## src/design/assert_macros.svh

```systemverilog
// Assertion macros shared by the hasher modules.
`ifndef ASSERT_MACROS_SVH
`define ASSERT_MACROS_SVH

// Checks that prop holds at every rising clock edge outside reset.
`define ASSERT_ALWAYS(label, clk, rst_n, prop, msg) \
  label: assert property (@(posedge clk) disable iff (!rst_n) (prop)) else $error(msg);

// Checks that cons holds in the cycle after ante.
`define ASSERT_NEXT(label, clk, rst_n, ante, cons, msg) \
  label: assert property (@(posedge clk) disable iff (!rst_n) (ante) |=> (cons)) else $error(msg);

`endif

```

## src/design/sha_pkg.sv

```systemverilog
// Types, constants and round functions for the SHA-256 hasher.
package sha_pkg;

  typedef struct packed {
    logic [31:0] data_word;
    logic [2:0]  byte_count;
    logic        last;
  } in_item_t;

  typedef struct packed {
    logic [31:0] digest_word;
    logic        digest_last;
  } out_item_t;

  // Commands from the controller to the datapath.
  typedef struct packed {
    logic load;       // take the input word
    logic pad;        // write one padding word
    logic len;        // write the two length words
    logic init_vars;  // copy chain value into working variables
    logic round;      // one compression round
    logic fold;       // add working variables into the chain value
    logic emit;       // shift out one digest word
    logic reinit;     // restore the initial hash and clear counts
  } dp_cmd_t;

  // Status from the datapath to the controller.
  typedef struct packed {
    logic       block_full;  // pending bytes fill the block
    logic       pad_done;    // padding reached the length field
    logic       two_blocks;  // length field does not fit after the pad byte
    logic [5:0] round_idx;
    logic [2:0] emit_idx;
  } dp_sts_t;

  localparam logic [31:0] INIT_H [8] = '{
    32'h6a09e667, 32'hbb67ae85, 32'h3c6ef372, 32'ha54ff53a,
    32'h510e527f, 32'h9b05688c, 32'h1f83d9ab, 32'h5be0cd19};

  localparam logic [31:0] ROUND_K [64] = '{
    32'h428a2f98,32'h71374491,32'hb5c0fbcf,32'he9b5dba5,32'h3956c25b,32'h59f111f1,
    32'h923f82a4,32'hab1c5ed5,32'hd807aa98,32'h12835b01,32'h243185be,32'h550c7dc3,
    32'h72be5d74,32'h80deb1fe,32'h9bdc06a7,32'hc19bf174,32'he49b69c1,32'hefbe4786,
    32'h0fc19dc6,32'h240ca1cc,32'h2de92c6f,32'h4a7484aa,32'h5cb0a9dc,32'h76f988da,
    32'h983e5152,32'ha831c66d,32'hb00327c8,32'hbf597fc7,32'hc6e00bf3,32'hd5a79147,
    32'h06ca6351,32'h14292967,32'h27b70a85,32'h2e1b2138,32'h4d2c6dfc,32'h53380d13,
    32'h650a7354,32'h766a0abb,32'h81c2c92e,32'h92722c85,32'ha2bfe8a1,32'ha81a664b,
    32'hc24b8b70,32'hc76c51a3,32'hd192e819,32'hd6990624,32'hf40e3585,32'h106aa070,
    32'h19a4c116,32'h1e376c08,32'h2748774c,32'h34b0bcb5,32'h391c0cb3,32'h4ed8aa4a,
    32'h5b9cca4f,32'h682e6ff3,32'h748f82ee,32'h78a5636f,32'h84c87814,32'h8cc70208,
    32'h90befffa,32'ha4506ceb,32'hbef9a3f7,32'hc67178f2};

  localparam logic [7:0] PAD_BYTE = 8'h80;

  function automatic logic [31:0] rotr(input logic [31:0] x, input int n);
    rotr = (x >> n) | (x << (32 - n));
  endfunction

endpackage

```

## src/design/sha256_message_hasher.sv

```systemverilog
// Top level of the SHA-256 message hasher.
//   channel | ports                          | handshake
//   input   | start, busy, in_item           | accepted when start && !busy
//   result  | out_valid, out_item            | each word strobed once, no back-pressure
// An item that is not last and leaves the block short of 64 bytes leaves busy low.
// An item that fills the block holds busy through setup, 64 rounds and fold.
// The last item then pads one word per cycle until a check finds the padding done,
// writes the length, runs one or two compressions and emits h0..h7 in order.
// Reset is synchronous; it restores the initial hash and clears the counts.
module sha256_message_hasher (
  input  logic               clk,
  input  logic               rst_n,
  input  logic               start,
  output logic               busy,
  input  sha_pkg::in_item_t  in_item,
  output logic               out_valid,
  output sha_pkg::out_item_t out_item
);

  sha_pkg::dp_cmd_t cmd;
  sha_pkg::dp_sts_t sts;

  sha_ctrl u_ctrl (
    .clk     (clk),
    .rst_n   (rst_n),
    .start   (start),
    .in_last (in_item.last),
    .busy    (busy),
    .cmd     (cmd),
    .sts     (sts)
  );

  sha_dp u_dp (
    .clk       (clk),
    .rst_n     (rst_n),
    .in_item   (in_item),
    .cmd       (cmd),
    .sts       (sts),
    .out_valid (out_valid),
    .out_item  (out_item)
  );

endmodule

```

## src/design/sha_ctrl.sv

```systemverilog
// Controller state machine for the SHA-256 hasher.
`include "assert_macros.svh"
module sha_ctrl (
  input  logic             clk,
  input  logic             rst_n,
  input  logic             start,
  input  logic             in_last,
  output logic             busy,
  output sha_pkg::dp_cmd_t cmd,
  input  sha_pkg::dp_sts_t sts
);

  typedef enum logic [6:0] {
    ST_IDLE  = 7'b0000001,
    ST_PAD   = 7'b0000010,
    ST_LEN   = 7'b0000100,
    ST_INIT  = 7'b0001000,
    ST_ROUND = 7'b0010000,
    ST_FOLD  = 7'b0100000,
    ST_EMIT  = 7'b1000000
  } state_t;

  state_t state_r, state_nxt;
  logic   fin_r, fin_nxt;     // message ends after this block
  logic   final_r, final_nxt; // current block carries the length

  always_ff @(posedge clk) begin
    if (!rst_n) begin
      state_r <= ST_IDLE;
      fin_r   <= 1'b0;
      final_r <= 1'b0;
    end else begin
      state_r <= state_nxt;
      fin_r   <= fin_nxt;
      final_r <= final_nxt;
    end
  end

  always_comb begin
    state_nxt = state_r;
    fin_nxt   = fin_r;
    final_nxt = final_r;
    cmd       = '0;
    busy      = 1'b1;
    case (state_r)
      ST_IDLE: begin
        busy = 1'b0;
        if (start) begin
          cmd.load  = 1'b1;
          fin_nxt   = in_last;
          final_nxt = 1'b0;
          // Padding is handled after any full block is compressed.
          if (sts.block_full) begin
            state_nxt = ST_INIT;
          end else if (in_last) begin
            state_nxt = ST_PAD;
          end
        end
      end
      ST_PAD: begin
        if (sts.pad_done) begin
          if (sts.two_blocks) begin
            state_nxt = ST_INIT;
          end else begin
            state_nxt = ST_LEN;
          end
        end else begin
          cmd.pad = 1'b1;
        end
      end
      ST_LEN: begin
        cmd.len   = 1'b1;
        final_nxt = 1'b1;
        state_nxt = ST_INIT;
      end
      ST_INIT: begin
        cmd.init_vars = 1'b1;
        state_nxt     = ST_ROUND;
      end
      ST_ROUND: begin
        cmd.round = 1'b1;
        if (sts.round_idx == 6'd63) begin
          state_nxt = ST_FOLD;
        end
      end
      ST_FOLD: begin
        cmd.fold = 1'b1;
        if (final_r) begin
          state_nxt = ST_EMIT;
        end else if (fin_r) begin
          state_nxt = ST_PAD;
        end else begin
          state_nxt = ST_IDLE;
        end
      end
      ST_EMIT: begin
        cmd.emit = 1'b1;
        if (sts.emit_idx == 3'd7) begin
          cmd.reinit = 1'b1;
          fin_nxt    = 1'b0;
          final_nxt  = 1'b0;
          state_nxt  = ST_IDLE;
        end
      end
      default: state_nxt = ST_IDLE;
    endcase
  end

  `ASSERT_NEXT(a_emit_follows_fold, clk, rst_n, cmd.fold && final_r, state_r == ST_EMIT, "emit must follow final fold")
  `ASSERT_ALWAYS(a_len_once, clk, rst_n, !(cmd.len && final_r), "length written twice")
  `ASSERT_NEXT(a_emit_ends_idle, clk, rst_n, cmd.emit && sts.emit_idx == 3'd7, state_r == ST_IDLE, "no idle after emit")

endmodule

```

## src/design/sha_dp.sv

```systemverilog
// Datapath of the SHA-256 hasher: byte packing, schedule, rounds, chain value.
`include "assert_macros.svh"
module sha_dp (
  input  logic               clk,
  input  logic               rst_n,
  input  sha_pkg::in_item_t  in_item,
  input  sha_pkg::dp_cmd_t   cmd,
  output sha_pkg::dp_sts_t   sts,
  output logic               out_valid,
  output sha_pkg::out_item_t out_item
);

  logic [31:0] chain_r [8];
  logic [31:0] var_r [8];
  logic [31:0] w_r [16];       // rolling schedule window
  logic [60:0] total_r;
  logic [5:0]  fill_r;         // bytes held, 0..63
  logic        full_r;         // padding has filled the block, awaiting compression
  logic [5:0]  rnd_r;
  logic [2:0]  emit_r;
  logic        out_valid_r;
  logic [32:0] out_r;
  logic [31:0] spill_r;        // bytes of a transaction that run past a full block
  // Marks that the 0x80 byte has already been placed for this message.
  logic        total_pad_r;

  logic [2:0]  cnt;
  logic [6:0]  fill_sum;
  logic [63:0] bits;
  logic [31:0] s0, s1, w_new, big0, big1, ch, maj, t1, t2;

  assign cnt      = (in_item.byte_count > 3'd4) ? 3'd4 : in_item.byte_count;
  assign fill_sum = {1'b0, fill_r} + {4'd0, cnt};
  assign bits     = {total_r, 3'b000};

  assign s0    = sha_pkg::rotr(w_r[1], 7) ^ sha_pkg::rotr(w_r[1], 18) ^ (w_r[1] >> 3);
  assign s1    = sha_pkg::rotr(w_r[14], 17) ^ sha_pkg::rotr(w_r[14], 19) ^ (w_r[14] >> 10);
  assign w_new = s1 + w_r[9] + s0 + w_r[0];
  assign big1  = sha_pkg::rotr(var_r[4], 6) ^ sha_pkg::rotr(var_r[4], 11)
               ^ sha_pkg::rotr(var_r[4], 25);
  assign ch    = (var_r[4] & var_r[5]) ^ (~var_r[4] & var_r[6]);
  assign t1    = var_r[7] + big1 + ch + sha_pkg::ROUND_K[rnd_r] + w_r[0];
  assign big0  = sha_pkg::rotr(var_r[0], 2) ^ sha_pkg::rotr(var_r[0], 13)
               ^ sha_pkg::rotr(var_r[0], 22);
  assign maj   = (var_r[0] & var_r[1]) ^ (var_r[0] & var_r[2]) ^ (var_r[1] & var_r[2]);
  assign t2    = big0 + maj;

  // Padding is done only after the 0x80 byte is in place.
  assign sts.block_full = fill_sum[6];
  assign sts.pad_done   = total_pad_r && (full_r || fill_r == 6'd56);
  assign sts.two_blocks = full_r;
  assign sts.round_idx  = rnd_r;
  assign sts.emit_idx   = emit_r;

  // Byte packing: the pending word of a partial item is merged byte by byte.
  function automatic logic [31:0] merge(input logic [31:0] old_w, input logic [31:0] src,
                                        input logic [1:0] from, input logic [2:0] n,
                                        input logic [1:0] src_off);
    logic [31:0] r;
    logic [2:0]  p;
    r = old_w;
    for (int b = 0; b < 4; b++) begin
      p = {1'b0, 2'(b)} - {1'b0, from};
      if (b >= from && p < n) begin
        r[31-8*b -: 8] = src[31-8*(int'(p)+src_off) -: 8];
      end
    end
    merge = r;
  endfunction

  always_ff @(posedge clk) begin
    if (!rst_n) begin
      for (int i = 0; i < 8; i++) chain_r[i] <= sha_pkg::INIT_H[i];
      total_r     <= '0;
      fill_r      <= '0;
      full_r      <= 1'b0;
      rnd_r       <= '0;
      emit_r      <= '0;
      out_valid_r <= 1'b0;
    end else begin
      out_valid_r <= cmd.emit;
      if (cmd.load) begin
        logic [3:0] wi;
        logic [1:0] bo;
        logic [2:0] n0;
        wi = fill_r[5:2];
        bo = fill_r[1:0];
        n0 = (cnt > 3'd4 - {1'b0, bo}) ? 3'd4 - {1'b0, bo} : cnt;
        total_r <= total_r + 61'(cnt);
        w_r[wi] <= merge(w_r[wi], in_item.data_word, bo, n0, 2'd0);
        if (cnt > n0) begin
          // Bytes past a full block wait until the block has been compressed.
          if (fill_sum[6]) begin
            spill_r <= merge(32'd0, in_item.data_word, 2'd0, cnt - n0, n0[1:0]);
          end else begin
            w_r[4'(wi + 4'd1)] <= merge(w_r[4'(wi + 4'd1)], in_item.data_word, 2'd0,
                                        cnt - n0, n0[1:0]);
          end
        end
        fill_r <= fill_sum[5:0];
      end
      if (cmd.pad) begin
        // First pad step appends 0x80, later ones write zero bytes to a word edge.
        logic [31:0] pw;
        logic [3:0]  wi;
        pw = w_r[fill_r[5:2]];
        wi = fill_r[5:2];
        for (int b = 0; b < 4; b++) begin
          if (2'(b) >= fill_r[1:0]) pw[31-8*b -: 8] = 8'h00;
        end
        if (!full_r && !total_pad_r) pw[31-8*fill_r[1:0] -: 8] = sha_pkg::PAD_BYTE;
        w_r[wi] <= pw;
        fill_r  <= {fill_r[5:2] + 4'd1, 2'b00};
        if (wi == 4'd15) full_r <= 1'b1;
      end
      if (cmd.len) begin
        w_r[14] <= bits[63:32];
        w_r[15] <= bits[31:0];
      end
      if (cmd.init_vars) begin
        for (int i = 0; i < 8; i++) var_r[i] <= chain_r[i];
        rnd_r <= '0;
      end
      if (cmd.round) begin
        var_r[7] <= var_r[6]; var_r[6] <= var_r[5]; var_r[5] <= var_r[4];
        var_r[4] <= var_r[3] + t1;
        var_r[3] <= var_r[2]; var_r[2] <= var_r[1]; var_r[1] <= var_r[0];
        var_r[0] <= t1 + t2;
        for (int i = 0; i < 15; i++) w_r[i] <= w_r[i+1];
        w_r[15] <= w_new;
        rnd_r   <= rnd_r + 6'd1;
      end
      if (cmd.fold) begin
        for (int i = 0; i < 8; i++) chain_r[i] <= chain_r[i] + var_r[i];
        // The full flag clears, and a block filled by padding leaves an empty buffer.
        full_r <= full_r && !total_pad_r ? 1'b1 : 1'b0;
        if (full_r) fill_r <= '0;
        // Any bytes that ran past the old block start the new one.
        w_r[0] <= spill_r;
        emit_r <= '0;
      end
      if (cmd.emit) begin
        out_r       <= {chain_r[emit_r], emit_r == 3'd7};
        emit_r      <= emit_r + 3'd1;
      end
      if (cmd.reinit) begin
        for (int i = 0; i < 8; i++) chain_r[i] <= sha_pkg::INIT_H[i];
        total_r <= '0;
        fill_r  <= '0;
        full_r  <= 1'b0;
      end
    end
  end

  always_ff @(posedge clk) begin
    if (!rst_n) begin
      total_pad_r <= 1'b0;
    end else if (cmd.reinit || cmd.load) begin
      total_pad_r <= 1'b0;
    end else if (cmd.pad) begin
      total_pad_r <= 1'b1;
    end
  end

  assign out_valid = out_valid_r;
  assign out_item  = out_r;

  `ASSERT_ALWAYS(a_one_cmd, clk, rst_n, $countones({cmd.load, cmd.pad, cmd.round, cmd.emit}) <= 1, "overlapping commands")
  `ASSERT_NEXT(a_round_wrap, clk, rst_n, cmd.round && rnd_r == 6'd63, rnd_r == 6'd0, "round index wrap")

endmodule

```

## config.mk

```make
export PLATFORM = sky130hd
export DESIGN_NAME = sha256_message_hasher
export DESIGN_NICKNAME = d
export VERILOG_FILES = /design/src/design/sha_pkg.sv /design/src/design/sha256_message_hasher.sv /design/src/design/sha_ctrl.sv /design/src/design/sha_dp.sv
export VERILOG_INCLUDE_DIRS = /design/src /design/src/design
export SDC_FILE = /design/constraint.sdc
export NUM_CORES = 2
export LEC_CHECK = 0
export ABC_AREA = 1
export BUFFER_PORTS_ARGS = -buffer_cell sky130_fd_sc_hd__buf_2
export CAP_MARGIN = 10
export CORE_ASPECT_RATIO = 1.25
export CORE_MARGIN = 4
export CORE_UTILIZATION = 40
export CTS_CLUSTER_DIAMETER = 60
export DETAILED_ROUTE_END_ITERATION = 8
export HOLD_SLACK_MARGIN = 0.03
export PLACE_DENSITY = 0.58
export SLEW_MARGIN = 20
export SYNTH_ARGS = -nofsm -noshare
export SYNTH_HDL_FRONTEND = slang
export SYNTH_SLANG_ARGS = --single-unit
```

## constraint.sdc

```tcl
create_clock -name clk -period 22.2 [get_ports clk]
set_clock_uncertainty 0.2 [all_clocks]
set_input_delay 6.66 -clock clk [delete_from_list [all_inputs] [get_ports clk]]
set_output_delay 6.66 -clock clk [all_outputs]
set_load 0.03 [all_outputs]
```

==> run_results.csv <==
group,metric,value,unit
clocking,post-cts-setup-buffers,0,
power_and_ir_drop,p_leak,44.7,nW
timing,report.final.slew_viol_count,0,
timing,timing.final.hold_violations,0,
cells_and_area,post_route_cells_drive_above_1_share,0.0589,
setup_path,rr_endpoint,"u_dp.var_r[0][23]",
cells_and_area,multi_input_area,55600,sq um
die,floorplan.die_area,248000,sq um
setup_path,start_kind,"input port",
timing,timing.final.crit_share,0.527,
power_and_ir_drop,power.clock.fraction,0.143,
yosys,synth_edf_count,961,
cells_and_area,fillers,25300,
setup_path,critical-path-max-stage-delay,0.98,ns
yosys,post_synth_main_area_contributors,"sky130_fd_sc_hd__edfxtp_1 (30%), sky130_fd_sc_hd__nand2_1 (15%), sky130_fd_sc_hd__nand3_1 (6.1%)",
global_route,first_global_vias,93500,
timing,max-slew-margin-rel,0.0762,
power_and_ir_drop,cellPowerDensity,179,nW/um^2
clocking,postCtsHoldBufs,0,
yosys,synthCells,13400,
die,ioPinCount,74,
cells_and_area,area_growth,9.00,%
routing,drt_drc_violations_left,0,
setup_path,critPathSlowestCell,"sky130_fd_sc_hd__buf_4",
yosys,synth_commonest_cells,"sky130_fd_sc_hd__nand2_1 (3860), sky130_fd_sc_hd__inv_1 (1269), sky130_fd_sc_hd__nand3_1 (1168)",
hold_path,timing.hold.worst.class,"flop to flop",
global_route,overflow,0,
setup_path,path_cells,"buf_2, clkinv_1, buf_4, nor2_4, inv_8, buf_4, buf_4, buf_4, buf_4, o21ai_0, inv_1, nand2_1",
clocking,insertion_delay,0.92,ns
placement,port_buffers,73,
power_and_ir_drop,ir_worst_vdd,211,uV
die,initial_utilization,0.401,
hold_path,min_to,"u_dp.total_r[59]",
setup_path,regToRegSetupSlack,11.19,ns
die,die-width,447,um
power_and_ir_drop,netSwitchingFraction,0.567,
global_route,number_of_antenna_violations_at_the_first_check_in_global_routing,21,
clocking,ctsHtreeMaxLevel,4,
timing,grt_setup_unrepaired,"no",
setup_path,worst_setup_path_class,"input port to flop",
setup_path,critPathArrivalTime,12.13,ns
routing,totalWireLength,478000,um
yosys,postSynth.topFlopCell,"sky130_fd_sc_hd__edfxtp_1",
yosys,yosys_warnings,0,
routing,firstDrtPassIters,6,
clocking,tritoncts,"done",
routing,detail_route.wl_per_cell,29.1,um
timing,finalHoldWorstSlack,0.271,ns
yosys,synth_largest_type_area_fraction,0.300,
timing,period_needed,11.70,ns
routing,detail-route-antenna-nets,0,
setup_path,worstSetupPathDepth,12,
clocking,clock_path_buffers,4,
global_route,largest_net_degree_at_the_start_of_global_routing,186,
placement,hpwl,361000,um
setup_path,cp_top_family,"buffers and inverters",
power_and_ir_drop,net-switching-power,0.0106,W
yosys,synth.ff_latch_count,1177,
timing,timing.final.setup_violations,0,
clocking,ctsResizeCount,0,
setup_path,critical_path_buf_inv_count,9,
routing,via_per_inst,5.94,
cells_and_area,nets,13800,
power_and_ir_drop,combPwrFrac,0.687,
setup_path,timing.reg2reg.worst_path_depth,27,
setup_path,cp_data_required_time,22.63,ns
timing,maxClockFrequency,0.0855,GHz
die,floorplan.rows,201,
hold_path,timing.hold.worst_path_depth,2,
power_and_ir_drop,pwr-share-seq,0.170,
yosys,number_of_library_cell_types_mapped_by_synthesis,72,
yosys,ys_async_sr_fraction,0,
clocking,numCtsBuffers,166,
global_route,first_pass_grt_wire_length,673000,um
placement,globalplace.congestion,1.03,
clocking,tritoncts_num_sinks,1177,
global_route,gr-usage-all-layers,0.373,
yosys,synth_area_leader_cell,"sky130_fd_sc_hd__edfxtp_1",
job,max_cap_viol_count,0,
hold_path,origin_of_the_worst_min_delay_path,"u_dp.total_r[59]",
yosys,synth.avg_cell_area,7.21,sq um
die,die_y,556,um
setup_path,regToRegStartpoint,"u_dp.rnd_r[1]",
routing,routed-via-count,97600,
run_status,result_of_the_run,"finished, final reports clean",
timing,setup_total_negative_slack,0,ns
routing,drt_first_iter_violations,10900,
clocking,cts.reportedPaths.clkPinSlew,0.06,ns
clocking,clockRootBuffer,"sky130_fd_sc_hd__clkbuf_16",
setup_path,worst_path_maximum_fanout,98,
setup_path,crit_top_cell,"sky130_fd_sc_hd__buf_4",
yosys,syn-cell-area,96200,sq um
setup_path,worst_setup_ep_type,"flop",
yosys,synth.most_common_cell,"sky130_fd_sc_hd__nand2_1",
power_and_ir_drop,intPower,0.00811,W
yosys,yosysSeqAreaShare,0.345,
die,floorplan.core_area,240000,sq um
cells_and_area,regArea,33200,sq um
yosys,synthesis.nets,14000,
timing,tightest_slew,1.39,ns
-- tightest hold or removal path, delay by kind of cell, from the launching register on --
family | cells | cell delay, ns
AOI/OAI and AO/OA | 1 | 0.05
DFF | 1 | 0.31
and+or+nand+nor | 1 | 0.06
-- kinds of logic after synthesis --
kind of cell | Yosys count | share of synthesized area
AOI/OAI and AO/OA | 2745 | 0.159
and+or+nand+nor | 6408 | 0.280
buffers and inverters | 1967 | 0.0793
adders and majority gates | 651 | 0.0994
muxes | 23 | 0.00267
DFF | 1177 | 0.345
xor gates and xnor gates | 380 | 0.0347
-- registers in the layout (all words and copies together) (netlist names), 3 cells and up --
| name | cells |
|---|---|
| u_ctrl.state_r | 7 |
| u_dp.chain_r | 256 |
| u_dp.emit_r | 3 |
| u_dp.fill_r | 6 |
| u_dp.out_item | 33 |
| u_dp.rnd_r | 6 |
| u_dp.spill_r | 32 |
| u_dp.total_r | 61 |
| u_dp.var_r | 256 |
| u_dp.w_r | 512 |
-- cells in the final DEF (no fill, tap or decap), types with 64 or more instances in the layout --
cell type / instances
sky130_fd_sc_hd__o21ai_1: 92
sky130_fd_sc_hd__nand2_1: 3856
sky130_fd_sc_hd__nor2_1: 893
sky130_fd_sc_hd__dfxtp_1: 211
sky130_fd_sc_hd__o21ai_0: 1122
sky130_fd_sc_hd__nand3_1: 1166
sky130_fd_sc_hd__buf_4: 165
sky130_fd_sc_hd__inv_1: 1266
sky130_fd_sc_hd__nand4_1: 119
sky130_fd_sc_hd__xor2_1: 213
sky130_fd_sc_hd__xnor2_1: 166
sky130_fd_sc_hd__fa_1: 198
sky130_fd_sc_hd__edfxtp_1: 961
sky130_fd_sc_hd__a31oi_1: 79
sky130_fd_sc_hd__nor3_1: 119
sky130_fd_sc_hd__clkbuf_16: 170
sky130_fd_sc_hd__o211ai_1: 109
sky130_fd_sc_hd__o21bai_1: 64
sky130_fd_sc_hd__o22ai_1: 91
sky130_fd_sc_hd__ha_1: 424
sky130_fd_sc_hd__buf_2: 73
sky130_fd_sc_hd__a21oi_1: 879
-- how the worst max path moves through the flow --
stage	start	to	slack [ns]
after global placement	rst_n	u_dp.w_r[0][14]	9.86
after floorplan	rst_n	u_dp.var_r[0][0]	3.27
after CTS	rst_n	u_dp.w_r[0][9]	10.74
final	rst_n	u_dp.w_r[0][9]	10.50
after global routing	rst_n	u_dp.w_r[0][9]	10.28
after detailed placement	rst_n	u_dp.w_r[0][9]	9.84
-- stage by stage --
stage	worst slack (ns)	power (W)	instances	util	instance area [sq um]
floorplan	3.27	0.0110	13400	-	96200
finish	10.50	0.0188	16400	0.437	105000
global route	10.28	0.0198	16400	0.437	105000
detailed placement	9.84	0.0157	16100	0.415	99500
global placement	9.86	0.0156	16100	0.415	99500
CTS	10.74	0.0184	16400	0.437	105000
-- per-layer routing --
metal | up-vias | part of all wire | wire (um) | track usage
met5 | - | 0.00013 | 64 | 0
li1 | 44600 | - | - | -
met4 | 10 | 0.13 | 63300 | 0.397
met3 | 1770 | 0.076 | 36600 | 0.0612
met1 | 46100 | 0.34 | 160000 | 0.399
met2 | 5205 | 0.46 | 218000 | 0.605
-- power groups by stage --
| stage | clock, W | combinational, W | sequential [W] |
|---|---|---|---|
| after floorplan | 0 | 0.00790 | 0.00312 |
| after detailed placement | 0 | 0.0124 | 0.00322 |
| after global placement | 0 | 0.0124 | 0.00322 |
| final | 0.00269 | 0.0129 | 0.00319 |
| after CTS | 0.00270 | 0.0125 | 0.00318 |
| after global routing | 0.00279 | 0.0138 | 0.00318 |
-- area by class of cell --
type / instances / share of cell area
repair buffers: 244 / 0.0164
well taps: 3146 / 0.0375
multi-input cells: 10200 / 0.531
diodes: 30 / 0.000716
inverters: 1333 / 0.0480
clock buffers: 200 / 0.0420
flip-flops and latches: 1177 / 0.317
clock inverters: 90 / 0.00808
Note: power is estimated with default switching activity, not from simulation.
